### src/rtl/tlpq_pkg.sv
package tlpq_pkg;

   // Default number of entries in the store.
   localparam int CAPACITY_DEF = 16;

   // Number of valid priority levels; a requested level at or above this is refused.
   localparam int LEVELS = 3;

   localparam int ID_W    = 32;
   localparam int LEVEL_W = 2;
   localparam int STAMP_W = 48;
   localparam int FUNC_W  = 2;
   localparam int STS_W   = 3;

   // Operation codes carried by req_func.
   localparam logic [FUNC_W-1:0] FN_REGISTER = 2'd0;
   localparam logic [FUNC_W-1:0] FN_SET_PRIO = 2'd1;
   localparam logic [FUNC_W-1:0] FN_TAKE     = 2'd2;
   localparam logic [FUNC_W-1:0] FN_FIND     = 2'd3;

   // Result status codes carried by rsp_status.
   localparam logic [STS_W-1:0] STS_OK        = 3'd0;
   localparam logic [STS_W-1:0] STS_NOT_FOUND = 3'd1;
   localparam logic [STS_W-1:0] STS_BAD_LEVEL = 3'd2;
   localparam logic [STS_W-1:0] STS_EMPTY     = 3'd3;
   localparam logic [STS_W-1:0] STS_FULL      = 3'd4;

   // Level given to a newly registered entry.
   localparam logic [LEVEL_W-1:0] LVL_LOW = 2'd0;

   typedef struct packed {
      logic [ID_W-1:0]    id;
      logic [LEVEL_W-1:0] level;
      logic [STAMP_W-1:0] stamp;
   } entry_type;

   typedef enum logic [1:0] {
      ST_IDLE,
      ST_SCAN,
      ST_DRAIN,
      ST_COMMIT
   } ctl_state_type;

   // Commands from the controller to the datapath.
   typedef struct packed {
      logic start;
      logic scan;
      logic commit;
   } ctl_cmd_type;

   // Status from the datapath to the controller.
   typedef struct packed {
      logic scan_last;
      logic out_free;
   } dp_status_type;

endpackage

### src/rtl/tlpq_ctrl.sv
module tlpq_ctrl (
   input  logic                   clock,
   input  logic                   reset,
   input  logic                   req_valid,
   output logic                   req_stall,
   input  tlpq_pkg::dp_status_type sts,
   output tlpq_pkg::ctl_cmd_type  cmd
);

   tlpq_pkg::ctl_state_type state_ff, state_in;

   always_ff @(posedge clock) begin
      if (reset) begin
         state_ff <= tlpq_pkg::ST_IDLE;
      end else begin
         state_ff <= state_in;
      end
   end

   always_comb begin
      state_in = state_ff;
      case (state_ff)
         tlpq_pkg::ST_IDLE: begin
            if (req_valid) state_in = tlpq_pkg::ST_SCAN;
         end
         tlpq_pkg::ST_SCAN: begin
            if (sts.scan_last) state_in = tlpq_pkg::ST_DRAIN;
         end
         tlpq_pkg::ST_DRAIN: begin
            state_in = tlpq_pkg::ST_COMMIT;
         end
         tlpq_pkg::ST_COMMIT: begin
            if (sts.out_free) state_in = tlpq_pkg::ST_IDLE;
         end
         default: begin
            state_in = tlpq_pkg::ST_IDLE;
         end
      endcase
   end

   always_comb begin
      cmd       = '0;
      req_stall = 1'b1;
      case (state_ff)
         tlpq_pkg::ST_IDLE: begin
            req_stall = 1'b0;
            cmd.start = req_valid;
         end
         tlpq_pkg::ST_SCAN: begin
            cmd.scan = 1'b1;
         end
         tlpq_pkg::ST_DRAIN: begin
            cmd = '0;
         end
         tlpq_pkg::ST_COMMIT: begin
            cmd.commit = sts.out_free;
         end
         default: begin
            cmd = '0;
         end
      endcase
   end

endmodule

### src/rtl/tlpq_dp.sv
module tlpq_dp #(
   parameter int CAPACITY = tlpq_pkg::CAPACITY_DEF
) (
   input  logic                                 clock,
   input  logic                                 reset,
   input  tlpq_pkg::ctl_cmd_type                cmd,
   output tlpq_pkg::dp_status_type              sts,
   input  logic [tlpq_pkg::FUNC_W-1:0]          req_func,
   input  logic signed [tlpq_pkg::ID_W-1:0]     req_ticket_id,
   input  logic [tlpq_pkg::LEVEL_W-1:0]         req_new_level,
   output logic                                 rsp_valid,
   input  logic                                 rsp_stall,
   output logic [tlpq_pkg::STS_W-1:0]           rsp_status,
   output logic signed [tlpq_pkg::ID_W-1:0]     rsp_out_id,
   output logic [tlpq_pkg::LEVEL_W-1:0]         rsp_out_level,
   output logic [tlpq_pkg::STAMP_W-1:0]         rsp_out_stamp
);

   localparam int IW = $clog2(CAPACITY);

   // Latched request.
   logic [tlpq_pkg::FUNC_W-1:0]  func_ff;
   logic [tlpq_pkg::ID_W-1:0]    id_ff;
   logic [tlpq_pkg::LEVEL_W-1:0] lvl_ff;

   // Entry store: valid bits in flops, payload in a memory.
   logic [CAPACITY-1:0]  valid_ff, valid_in;
   tlpq_pkg::entry_type  mem [CAPACITY];
   logic                 mem_we;
   tlpq_pkg::entry_type  mem_wdata;

   // Scan pipeline.
   logic [IW-1:0]        addr_ff;
   logic [IW-1:0]        rd_idx_ff;
   logic                 rd_vld_ff;
   tlpq_pkg::entry_type  rd_entry_ff;

   // Best candidate so far.
   logic                 found_ff;
   logic [IW-1:0]        best_idx_ff;
   tlpq_pkg::entry_type  best_ff;

   logic [tlpq_pkg::STAMP_W-1:0] arrival_ff, arrival_in;

   // Result register.
   logic                          rsp_valid_ff;
   logic [tlpq_pkg::STS_W-1:0]    rsp_status_ff, rsp_status_in;
   logic [tlpq_pkg::ID_W-1:0]     rsp_id_ff, rsp_id_in;
   logic [tlpq_pkg::LEVEL_W-1:0]  rsp_level_ff, rsp_level_in;
   logic [tlpq_pkg::STAMP_W-1:0]  rsp_stamp_ff, rsp_stamp_in;

   logic entry_live, id_hit, cand, high_first, better, take;

   assign sts.scan_last = (addr_ff == IW'(CAPACITY - 1));
   assign sts.out_free  = !rsp_valid_ff || !rsp_stall;

   // Candidate evaluation for the entry that came back from the memory.
   always_comb begin
      entry_live = valid_ff[rd_idx_ff];
      id_hit     = (rd_entry_ff.id == id_ff);
      high_first = (func_ff != tlpq_pkg::FN_SET_PRIO);
      case (func_ff)
         tlpq_pkg::FN_REGISTER: cand = !entry_live;
         tlpq_pkg::FN_TAKE:     cand = entry_live;
         default:               cand = entry_live && id_hit;
      endcase
      if (!found_ff) begin
         better = 1'b1;
      end else if (func_ff == tlpq_pkg::FN_REGISTER) begin
         better = 1'b0;
      end else if (rd_entry_ff.level != best_ff.level) begin
         better = high_first ? (rd_entry_ff.level > best_ff.level)
                             : (rd_entry_ff.level < best_ff.level);
      end else begin
         better = (rd_entry_ff.stamp < best_ff.stamp);
      end
      take = rd_vld_ff && cand && better;
   end

   // Commit decision and result formation.
   always_comb begin
      valid_in      = valid_ff;
      arrival_in    = arrival_ff;
      mem_we        = 1'b0;
      mem_wdata     = best_ff;
      rsp_status_in = tlpq_pkg::STS_OK;
      rsp_id_in     = id_ff;
      rsp_level_in  = '0;
      rsp_stamp_in  = '0;
      case (func_ff)
         tlpq_pkg::FN_REGISTER: begin
            if (found_ff) begin
               mem_we                = cmd.commit;
               mem_wdata.id          = id_ff;
               mem_wdata.level       = tlpq_pkg::LVL_LOW;
               mem_wdata.stamp       = arrival_ff;
               valid_in[best_idx_ff] = 1'b1;
               arrival_in            = arrival_ff + tlpq_pkg::STAMP_W'(1);
               rsp_level_in          = tlpq_pkg::LVL_LOW;
               rsp_stamp_in          = arrival_ff;
            end else begin
               rsp_status_in = tlpq_pkg::STS_FULL;
            end
         end
         tlpq_pkg::FN_SET_PRIO: begin
            if (int'(lvl_ff) >= tlpq_pkg::LEVELS) begin
               rsp_status_in = tlpq_pkg::STS_BAD_LEVEL;
            end else if (!found_ff) begin
               rsp_status_in = tlpq_pkg::STS_NOT_FOUND;
            end else begin
               mem_we          = cmd.commit;
               mem_wdata.level = lvl_ff;
               rsp_level_in    = lvl_ff;
               rsp_stamp_in    = best_ff.stamp;
            end
         end
         tlpq_pkg::FN_TAKE: begin
            if (found_ff) begin
               valid_in[best_idx_ff] = 1'b0;
               rsp_id_in             = best_ff.id;
               rsp_level_in          = best_ff.level;
               rsp_stamp_in          = best_ff.stamp;
            end else begin
               rsp_status_in = tlpq_pkg::STS_EMPTY;
               rsp_id_in     = '0;
            end
         end
         tlpq_pkg::FN_FIND: begin
            if (found_ff) begin
               rsp_id_in    = best_ff.id;
               rsp_level_in = best_ff.level;
               rsp_stamp_in = best_ff.stamp;
            end else begin
               rsp_status_in = tlpq_pkg::STS_NOT_FOUND;
            end
         end
         default: begin
            rsp_status_in = tlpq_pkg::STS_NOT_FOUND;
         end
      endcase
   end

   always_ff @(posedge clock) begin
      if (mem_we) mem[best_idx_ff] <= mem_wdata;
      rd_entry_ff <= mem[addr_ff];
   end

   always_ff @(posedge clock) begin
      if (cmd.start) begin
         func_ff <= req_func;
         id_ff   <= $unsigned(req_ticket_id);
         lvl_ff  <= req_new_level;
      end
      rd_idx_ff <= addr_ff;
      if (take) begin
         best_idx_ff <= rd_idx_ff;
         best_ff     <= rd_entry_ff;
      end
      if (cmd.commit) begin
         rsp_status_ff <= rsp_status_in;
         rsp_id_ff     <= rsp_id_in;
         rsp_level_ff  <= rsp_level_in;
         rsp_stamp_ff  <= rsp_stamp_in;
      end
   end

   always_ff @(posedge clock) begin
      if (reset) begin
         valid_ff     <= '0;
         arrival_ff   <= '0;
         addr_ff      <= '0;
         rd_vld_ff    <= 1'b0;
         found_ff     <= 1'b0;
         rsp_valid_ff <= 1'b0;
      end else begin
         rd_vld_ff <= cmd.scan;
         if (cmd.start) begin
            addr_ff  <= '0;
            found_ff <= 1'b0;
         end else begin
            if (cmd.scan) addr_ff <= addr_ff + IW'(1);
            if (take) found_ff <= 1'b1;
         end
         if (cmd.commit) begin
            valid_ff     <= valid_in;
            arrival_ff   <= arrival_in;
            rsp_valid_ff <= 1'b1;
         end else if (!rsp_stall) begin
            rsp_valid_ff <= 1'b0;
         end
      end
   end

   assign rsp_valid     = rsp_valid_ff;
   assign rsp_status    = rsp_status_ff;
   assign rsp_out_id    = $signed(rsp_id_ff);
   assign rsp_out_level = rsp_level_ff;
   assign rsp_out_stamp = rsp_stamp_ff;

endmodule

### src/rtl/three_level_priority_queue_by_id_top.sv
// Priority queue of tickets keyed by identifier, holding up to CAPACITY entries of
// identifier, level (0 to 2) and a 48-bit arrival stamp. Each request (register, set
// priority, take next, find) is answered by exactly one result. Every request is
// served by one pass over the entry memory through its single read port, one entry
// per clock, after which the result is loaded into the output register and the
// controller returns to idle, where the next request can be accepted; only one
// request is in progress at a time. The load waits for as long as an earlier result
// is still stalled in the output register. A new request is accepted as soon as
// the previous one has been committed, even while its result still waits for the
// consumer.

module three_level_priority_queue_by_id_top #(
   parameter int CAPACITY = tlpq_pkg::CAPACITY_DEF
) (
   input  logic                                 clock,
   input  logic                                 reset,
   input  logic                                 req_valid,
   output logic                                 req_stall,
   input  logic [tlpq_pkg::FUNC_W-1:0]          req_func,
   input  logic signed [tlpq_pkg::ID_W-1:0]     req_ticket_id,
   input  logic [tlpq_pkg::LEVEL_W-1:0]         req_new_level,
   output logic                                 rsp_valid,
   input  logic                                 rsp_stall,
   output logic [tlpq_pkg::STS_W-1:0]           rsp_status,
   output logic signed [tlpq_pkg::ID_W-1:0]     rsp_out_id,
   output logic [tlpq_pkg::LEVEL_W-1:0]         rsp_out_level,
   output logic [tlpq_pkg::STAMP_W-1:0]         rsp_out_stamp
);

   // The controller steps each request through accept, scan, drain and commit.
   // The scan walks every slot in order; the drain cycle evaluates the last slot
   // read, since the memory read data arrives in the cycle after its address.
   tlpq_pkg::ctl_cmd_type   cmd;
   tlpq_pkg::dp_status_type sts;

   tlpq_ctrl u_ctrl (
      .clock     (clock),
      .reset     (reset),
      .req_valid (req_valid),
      .req_stall (req_stall),
      .sts       (sts),
      .cmd       (cmd)
   );

   // The datapath holds the entries, the arrival counter, the best-candidate
   // registers of the scan and the result register. Ties on level are broken by
   // the smaller stamp and then by the lower slot, because a later slot only
   // replaces the best one when it is strictly better.
   tlpq_dp #(
      .CAPACITY (CAPACITY)
   ) u_dp (
      .clock         (clock),
      .reset         (reset),
      .cmd           (cmd),
      .sts           (sts),
      .req_func      (req_func),
      .req_ticket_id (req_ticket_id),
      .req_new_level (req_new_level),
      .rsp_valid     (rsp_valid),
      .rsp_stall     (rsp_stall),
      .rsp_status    (rsp_status),
      .rsp_out_id    (rsp_out_id),
      .rsp_out_level (rsp_out_level),
      .rsp_out_stamp (rsp_out_stamp)
   );

endmodule

### config.mk
export PLATFORM = sky130hd
export DESIGN_NAME = three_level_priority_queue_by_id_top
export DESIGN_NICKNAME = d
export VERILOG_FILES = /design/src/rtl/tlpq_pkg.sv /design/src/rtl/tlpq_ctrl.sv /design/src/rtl/tlpq_dp.sv /design/src/rtl/three_level_priority_queue_by_id_top.sv
export SDC_FILE = /design/constraint.sdc
export NUM_CORES = 2
export LEC_CHECK = 0
export BUFFER_PORTS_ARGS = -buffer_cell sky130_fd_sc_hd__clkbuf_2
export CELL_PAD_IN_SITES_DETAIL_PLACEMENT = 1
export CELL_PAD_IN_SITES_GLOBAL_PLACEMENT = 1
export CORE_ASPECT_RATIO = 1.5
export CORE_MARGIN = 2
export CORE_UTILIZATION = 55
export CTS_CLUSTER_SIZE = 16
export DETAILED_ROUTE_END_ITERATION = 6
export PLACE_DENSITY_LB_ADDON = 0.1
export SETUP_SLACK_MARGIN = 0.4
export SYNTH_ARGS = -nofsm -noshare
export SYNTH_HDL_FRONTEND = slang
export SYNTH_SLANG_ARGS = --single-unit
### constraint.sdc
create_clock -name clock -period 16.6 [get_ports clock]
set_input_delay 0.83 -clock clock [delete_from_list [all_inputs] [get_ports clock]]
set_output_delay 0.83 -clock clock [all_outputs]
set_load 0.005 [all_outputs]
After elaboration in Yosys (flattened, before gate mapping):

Memories as Yosys holds them, arrays and structs flattened. A register that Yosys moved wholly into a read port is not among the register bits.
Index checks and enable logic that the tools add are counted.

* memory bits (writable): 1312
* bits in registers: 284
* word-level logic and storage cells: 113
* memories: 1
* input bits: 40
* output and inout port bits: 87

* reductions and logical operators: 16
* add/sub/neg operators: 2
* $lt $le $gt $ge: 7
* equality and inequality tests: 16
* bitwise gates (word level): 3
* multiplexer cells: 49

Memory list
* u_dp.mem: depth 16, width 82, rd ports 1, clocked after Yosys merged registers in 1, write ports 1, RTL line tlpq_dp.sv:28 `tlpq_pkg::entry_type mem [CAPACITY];`

Operator list (number)
* 48-bit 2-to-1 mux: 4
* 48-bit one-hot mux with 3 select lines: 1
* 32-bit 2-to-1 mux: 3
* 82-bit 2-to-1 mux: 1
* 32-bit one-hot mux with 2 select lines: 1
* 48-bit by 1-bit adder with 48-bit output (second input constant): 1
* 48-bit < comparator: 1
* 32-bit == test: 1
* 16-bit 2-to-1 mux: 2
* 16-bit one-hot mux with 2 select lines: 1
* 2-bit 2-to-1 mux: 9
* 1-bit 2-to-1 mux: 17
* 16-bit AND: 1
* 16-bit inverter: 1
* 16-bit bitwise OR: 1
* 3-bit one-hot mux with 4 select lines: 1
* 4-bit by 5-bit < comparator with 1-bit output (second input constant): 2
* 2-bit by 1-bit inequality test with 1-bit output (second input constant): 5
* 2-bit == test (second input constant): 4
* 2-bit one-hot mux with 4 select lines: 1
* 3-bit 2-to-1 mux: 2
* 2-bit one-hot mux with 3 select lines: 1
* 3-bit AND reduction: 2
* 4-bit by 1-bit adder with 4-bit output (second input constant): 1
* 19 further kinds: 29

Depth between registers and ports, before layout:

* depth in word-level cells: 8
* depth in mapped cells: 8
* gate-level depth less buffers: 8

Hierarchy:

Synthesis repeated with hierarchy kept, for this count alone.

* cells, all modules: 3050
* area, all modules: 63828.7 um2

Modules (own cells, without submodules)
* tlpq_dp: area each 63633.5 um2, instances 1, cells an instance 3028
* tlpq_ctrl: area each 195.2 um2, instances 1, cells an instance 22

Worst setup path before layout:

No wires, ideal clock.

* path kind: register to register
* start: register u_dp.best_ff[49] in the netlist's numbering
* end: register u_dp.best_ff[0] in the netlist's numbering (enable)
* data arrival time: 9.701 ns
* setup slack: 6.156 ns
* cell stages (with the launch flop): 8
* setup time: 0.743 ns
* required time: 15.857 ns
* clock period less this slack: 10.444 ns
* path through: edfxtp_1 inv_1 ha_1 nor2b_1 or4_1 nand4_1 o21ai_0 nor4_1

* cells in the longest elaborated chain, start to end: 6
* elaborated cells on any way between the ends: 8

Ends and longest elaborated chain
* start, declared: RTL line tlpq_dp.sv:41 `tlpq_pkg::entry_type best_ff;`
* start signal, assigned: RTL line tlpq_dp.sv:157 `best_ff <= rd_entry_ff;`
* 2-bit < comparator / 2-bit greater-than comparator (equally long branches): RTL line tlpq_dp.sv:73, tlpq_dp.sv:72
* 1-bit 2-to-1 mux: RTL line tlpq_dp.sv:72 `better = high_first ? (rd_entry_ff.level > best_ff.level)`
* 1-bit 2-to-1 mux *: RTL line tlpq_dp.sv:71 `end else if (rd_entry_ff.level != best_ff.level) begin`
* 1-bit 2-to-1 mux *: RTL line tlpq_dp.sv:69 `end else if (func_ff == tlpq_pkg::FN_REGISTER) begin`
* 1-bit 2-to-1 mux *: RTL line tlpq_dp.sv:67 `if (!found_ff) begin`
* 1-bit logical AND *: RTL line tlpq_dp.sv:77 `take = rd_vld_ff && cand && better;`
* net u_dp.take: RTL line tlpq_dp.sv:52 `logic entry_live, id_hit, cand, high_first, better, take;`

Mark *: on every way through the listed nets, which the timed path passes. The rest lies on a longest branch.
A chain may end at the register's enable or synchronous reset.

==> flow_metrics.py <==
metrics = {
    "run_status": {
        "status": "complete, no violations",
    },
    "die": {
        "core_area_um2": 115000,
        "num_io_pins": 127,
        "num_rows": 153,
        "start_util_pct": 55.2,
        "die_area_um2": 119000,
        "dieWidth_um": 282,
        "die_h_um": 421,
    },
    "global_routing": {
        "grt_pass1_vias": 33500,
        "grt.total_usage_pct": 27.6,
        "grt_max_degree": 154,
        "grt_pass1_wl_um": 232000,
        "overflow": 0,
        "grt_antenna_before_repair": 0,
    },
    "yosys": {
        "synth-xor-area-share_pct": 1.11,
        "synthTopCellsByCount": "edfxtp_1, mux4_2, dfxtp_1",
        "synth_edf_count": 1519,
        "synth_top_family_by_area": "multiplexers",
        "yosysTopAreaCell": "edfxtp_1",
        "synth-seq-cells": 1678,
        "synth_fa_ha_area_share_pct": 1.10,
        "synth_flop_cell": "edfxtp_1",
        "synthMuxAreaShare_pct": 15.3,
        "synth_cell_types": 49,
        "yosys.area.top_type_share_pct": 71.6,
        "yosys_warnings": 0,
        "synth_compound_area_share_pct": 1.87,
        "syn-cell-area_um2": 63700,
        "synth_area_leaders": "edfxtp_1, mux4_2, dfxtp_1, ha_1, xor2_1",
        "yosysMostFrequentCell": "edfxtp_1",
        "synthSimpleGateAreaFrac_pct": 2.76,
        "synth.avg_cell_area_um2": 21.0,
        "synth_fp_nets": 3125,
        "ys_seq_area_share_pct": 76.5,
        "syn_inst": 3029,
        "async_flop_share_pct": 0,
    },
    "layout": {
        "synthToLayoutAreaGrowth_pct": 12.3,
        "fill_cells": 9461,
        "drive_above_1_share_pct": 27.0,
        "multi_input_area_um2": 14300,
        "post-route-util_pct": 62.0,
        "fin_nets": 3353,
        "seqCellArea_um2": 48800,
        "diodes": 0,
    },
    "placement": {
        "portBuffers": 126,
        "routabilityCongestion": 0.798,
        "post-place-ws_ns": 11.03,
        "post-dp-hpwl_um": 83900,
    },
    "critical_path": {
        "r2r_cells": 6,
        "cp-start-kind": "flip-flop",
        "criticalPathCategory": "flip-flop to flip-flop",
        "endpoint_kind": "flip-flop",
        "required_ns": 17.24,
        "crit_arrival_ns": 6.00,
        "critPathMaxFanout": 52,
    },
    "sta": {
        "final_hold_viol_count": 0,
        "fmax_mhz": 186,
        "setup_viol": 0,
        "worst_pin_slew_ns": 1.27,
        "max_slew_margin_pct": 14.7,
        "rsz0062_at_grt": "false",
        "whs_ns": 0.228,
        "slew_viol_final": 0,
        "post-route-period-util_pct": 32.3,
        "min_period_ns": 5.37,
        "setup_slack_ns": 11.23,
        "setup-tns-final_ns": 0,
        "skew_ns": 0.0264,
    },
    "power": {
        "p_per_area_nw_per_um2": 133,
        "ir_drop_v": 0.000113,
        "p_total_uw": 9490,
        "leakagePower_uw": 0.0227,
    },
    "clock_network": {
        "cts_tree": "done",
        "numCtsBuffers": 153,
        "clk_latency_ns": 0.78,
        "clk_root_buffer_cell": "clkbuf_16",
        "cts.clk_slew.worst_paths_ns": 0.06,
        "postCtsSetupBuffers": 0,
        "hold_buffers": 0,
        "cts_num_sinks": 1678,
        "cts_buffer_depth": 3,
        "htree_levels": 4,
        "cts_resized": 0,
    },
    "detailed_routing": {
        "drt_iter0_markers": 2860,
        "firstDrtPassIters": 5,
        "via_per_inst": 6.27,
        "wirelength_um": 158000,
        "avgRoutedWirePerCell_um": 32.1,
        "num_vias": 30900,
        "drc": 0,
        "drtAntennaViolNets": 0,
    },
    "run": {
        "cap_violations": 0,
    },
    "hold_path": {
        "hold_class": "input pin to flip-flop",
        "worstHoldPathCells": 1,
    },
}
## final cells by class
class	instances	area share, %
Tap cell	1550	2.71
Timing Repair Buffer	217	1.98
Sequential cell	1678	68.2
Clock buffer	215	5.93
Inverter	60	0.315
Clock inverter	69	0.923
Multi-Input combinational cell	1147	20.0
## per-stage QoR
stage	instance area, um^2	std cells
after detailed placement	66700	4651
after CTS	71600	4935
after global routing	71600	4936
final	71600	4936
after floorplan	63700	3029
after global placement	66700	4651
## worst max-delay path, stage by stage, from the launching register on
cell,delay (ns)
dfxtp_4,0.81
buf_4,0.66
buf_4,0.66
buf_4,0.88
buf_4,0.94
mux4_2,0.63
mux4_2,0.49
## report_power, final
| part | switching, uW | internal, uW | leakage, uW |
|---|---|---|---|
| clock network | 1520 | 1960 | 0.00239 |
| registers | 123 | 4760 | 0.0150 |
| logic | 557 | 562 | 0.00532 |
| total | 2200 | 7280 | 0.0227 |
## worst paths after layout
kind,slack (ns),from,to
hold reg to reg,0.43,u_dp.rd_entry_ff[6]$_DFF_P_,u_dp.best_ff[6]$_DFFE_PP_
setup reg to reg,11.23,u_dp.addr_ff[0]$_SDFFE_PP0P_,u_dp.rd_entry_ff[37]$_DFF_P_
setup / recovery,11.23,u_dp.addr_ff[0]$_SDFFE_PP0P_,u_dp.rd_entry_ff[37]$_DFF_P_
hold / removal,0.23,req_ticket_id[20],u_dp.id_ff[20]$_DFFE_PP_
## flip-flops by register name, indices dropped and copies added, names as in the netlist, 4 cells and up, named ones only
register / flops
u_dp.best_idx_ff: 4
u_dp.addr_ff: 4
u_dp.mem: 1312
u_dp.best_ff: 82
u_dp.rsp_out_stamp: 48
u_dp.id_ff: 32
u_dp.rd_entry_ff: 82
u_dp.arrival_ff: 48
u_dp.rsp_out_id: 32
u_dp.rd_idx_ff: 4
## cells by family after synthesis
group                      after synthesis
DFF                                   1678
buffers and inverters                  204
AOI/OAI and AO/OA                      184
muxes                                  453
xor gates and xnor gates                81
adders and majority gates               56
and+or+nand+nor                        373
## layer usage
| layer | GRT usage (%) | routed length, um | vias up |
|---|---|---|---|
| li1 | - | - | 12900 |
| met1 | 37.2 | 62100 | 16700 |
| met2 | 46.5 | 82300 | 1148 |
| met3 | 4.13 | 8960 | 265 |
| met4 | 9.10 | 5080 | 0 |
| met5 | 0 | 0 | - |
## placed cells by master, fill, tap and decap left out, types with 4 or more instances in the layout
| cell type | instances |
|---|---|
| clkbuf_1 | 48 |
| clkbuf_2 | 126 |
| bufinv_16 | 11 |
| a31oi_1 | 5 |
| xnor2_1 | 8 |
| a21oi_1 | 40 |
| xor2_1 | 73 |
| nor2_4 | 18 |
| mux2_2 | 33 |
| inv_6 | 8 |
| edfxtp_1 | 1519 |
| clkinv_2 | 22 |
| mux2i_1 | 6 |
| nand3_1 | 38 |
| clkbuf_8 | 10 |
| inv_1 | 60 |
| nor2_1 | 89 |
| dfxtp_4 | 4 |
| ha_1 | 56 |
| o21ai_0 | 52 |
| and3_1 | 10 |
| nand2_1 | 123 |
| o21ai_1 | 12 |
| mux4_2 | 414 |
| nor3_1 | 26 |
| clkinv_1 | 21 |
| a211oi_1 | 4 |
| a22o_1 | 61 |
| clkbuf_16 | 157 |
| buf_12 | 8 |
| nor2b_1 | 7 |
| nand4_1 | 26 |
| clkinvlp_4 | 4 |
| and4_1 | 6 |
| dfxtp_1 | 155 |
| nor4_1 | 9 |
| buf_4 | 82 |
Note: power is estimated with default switching activity, not from simulation.
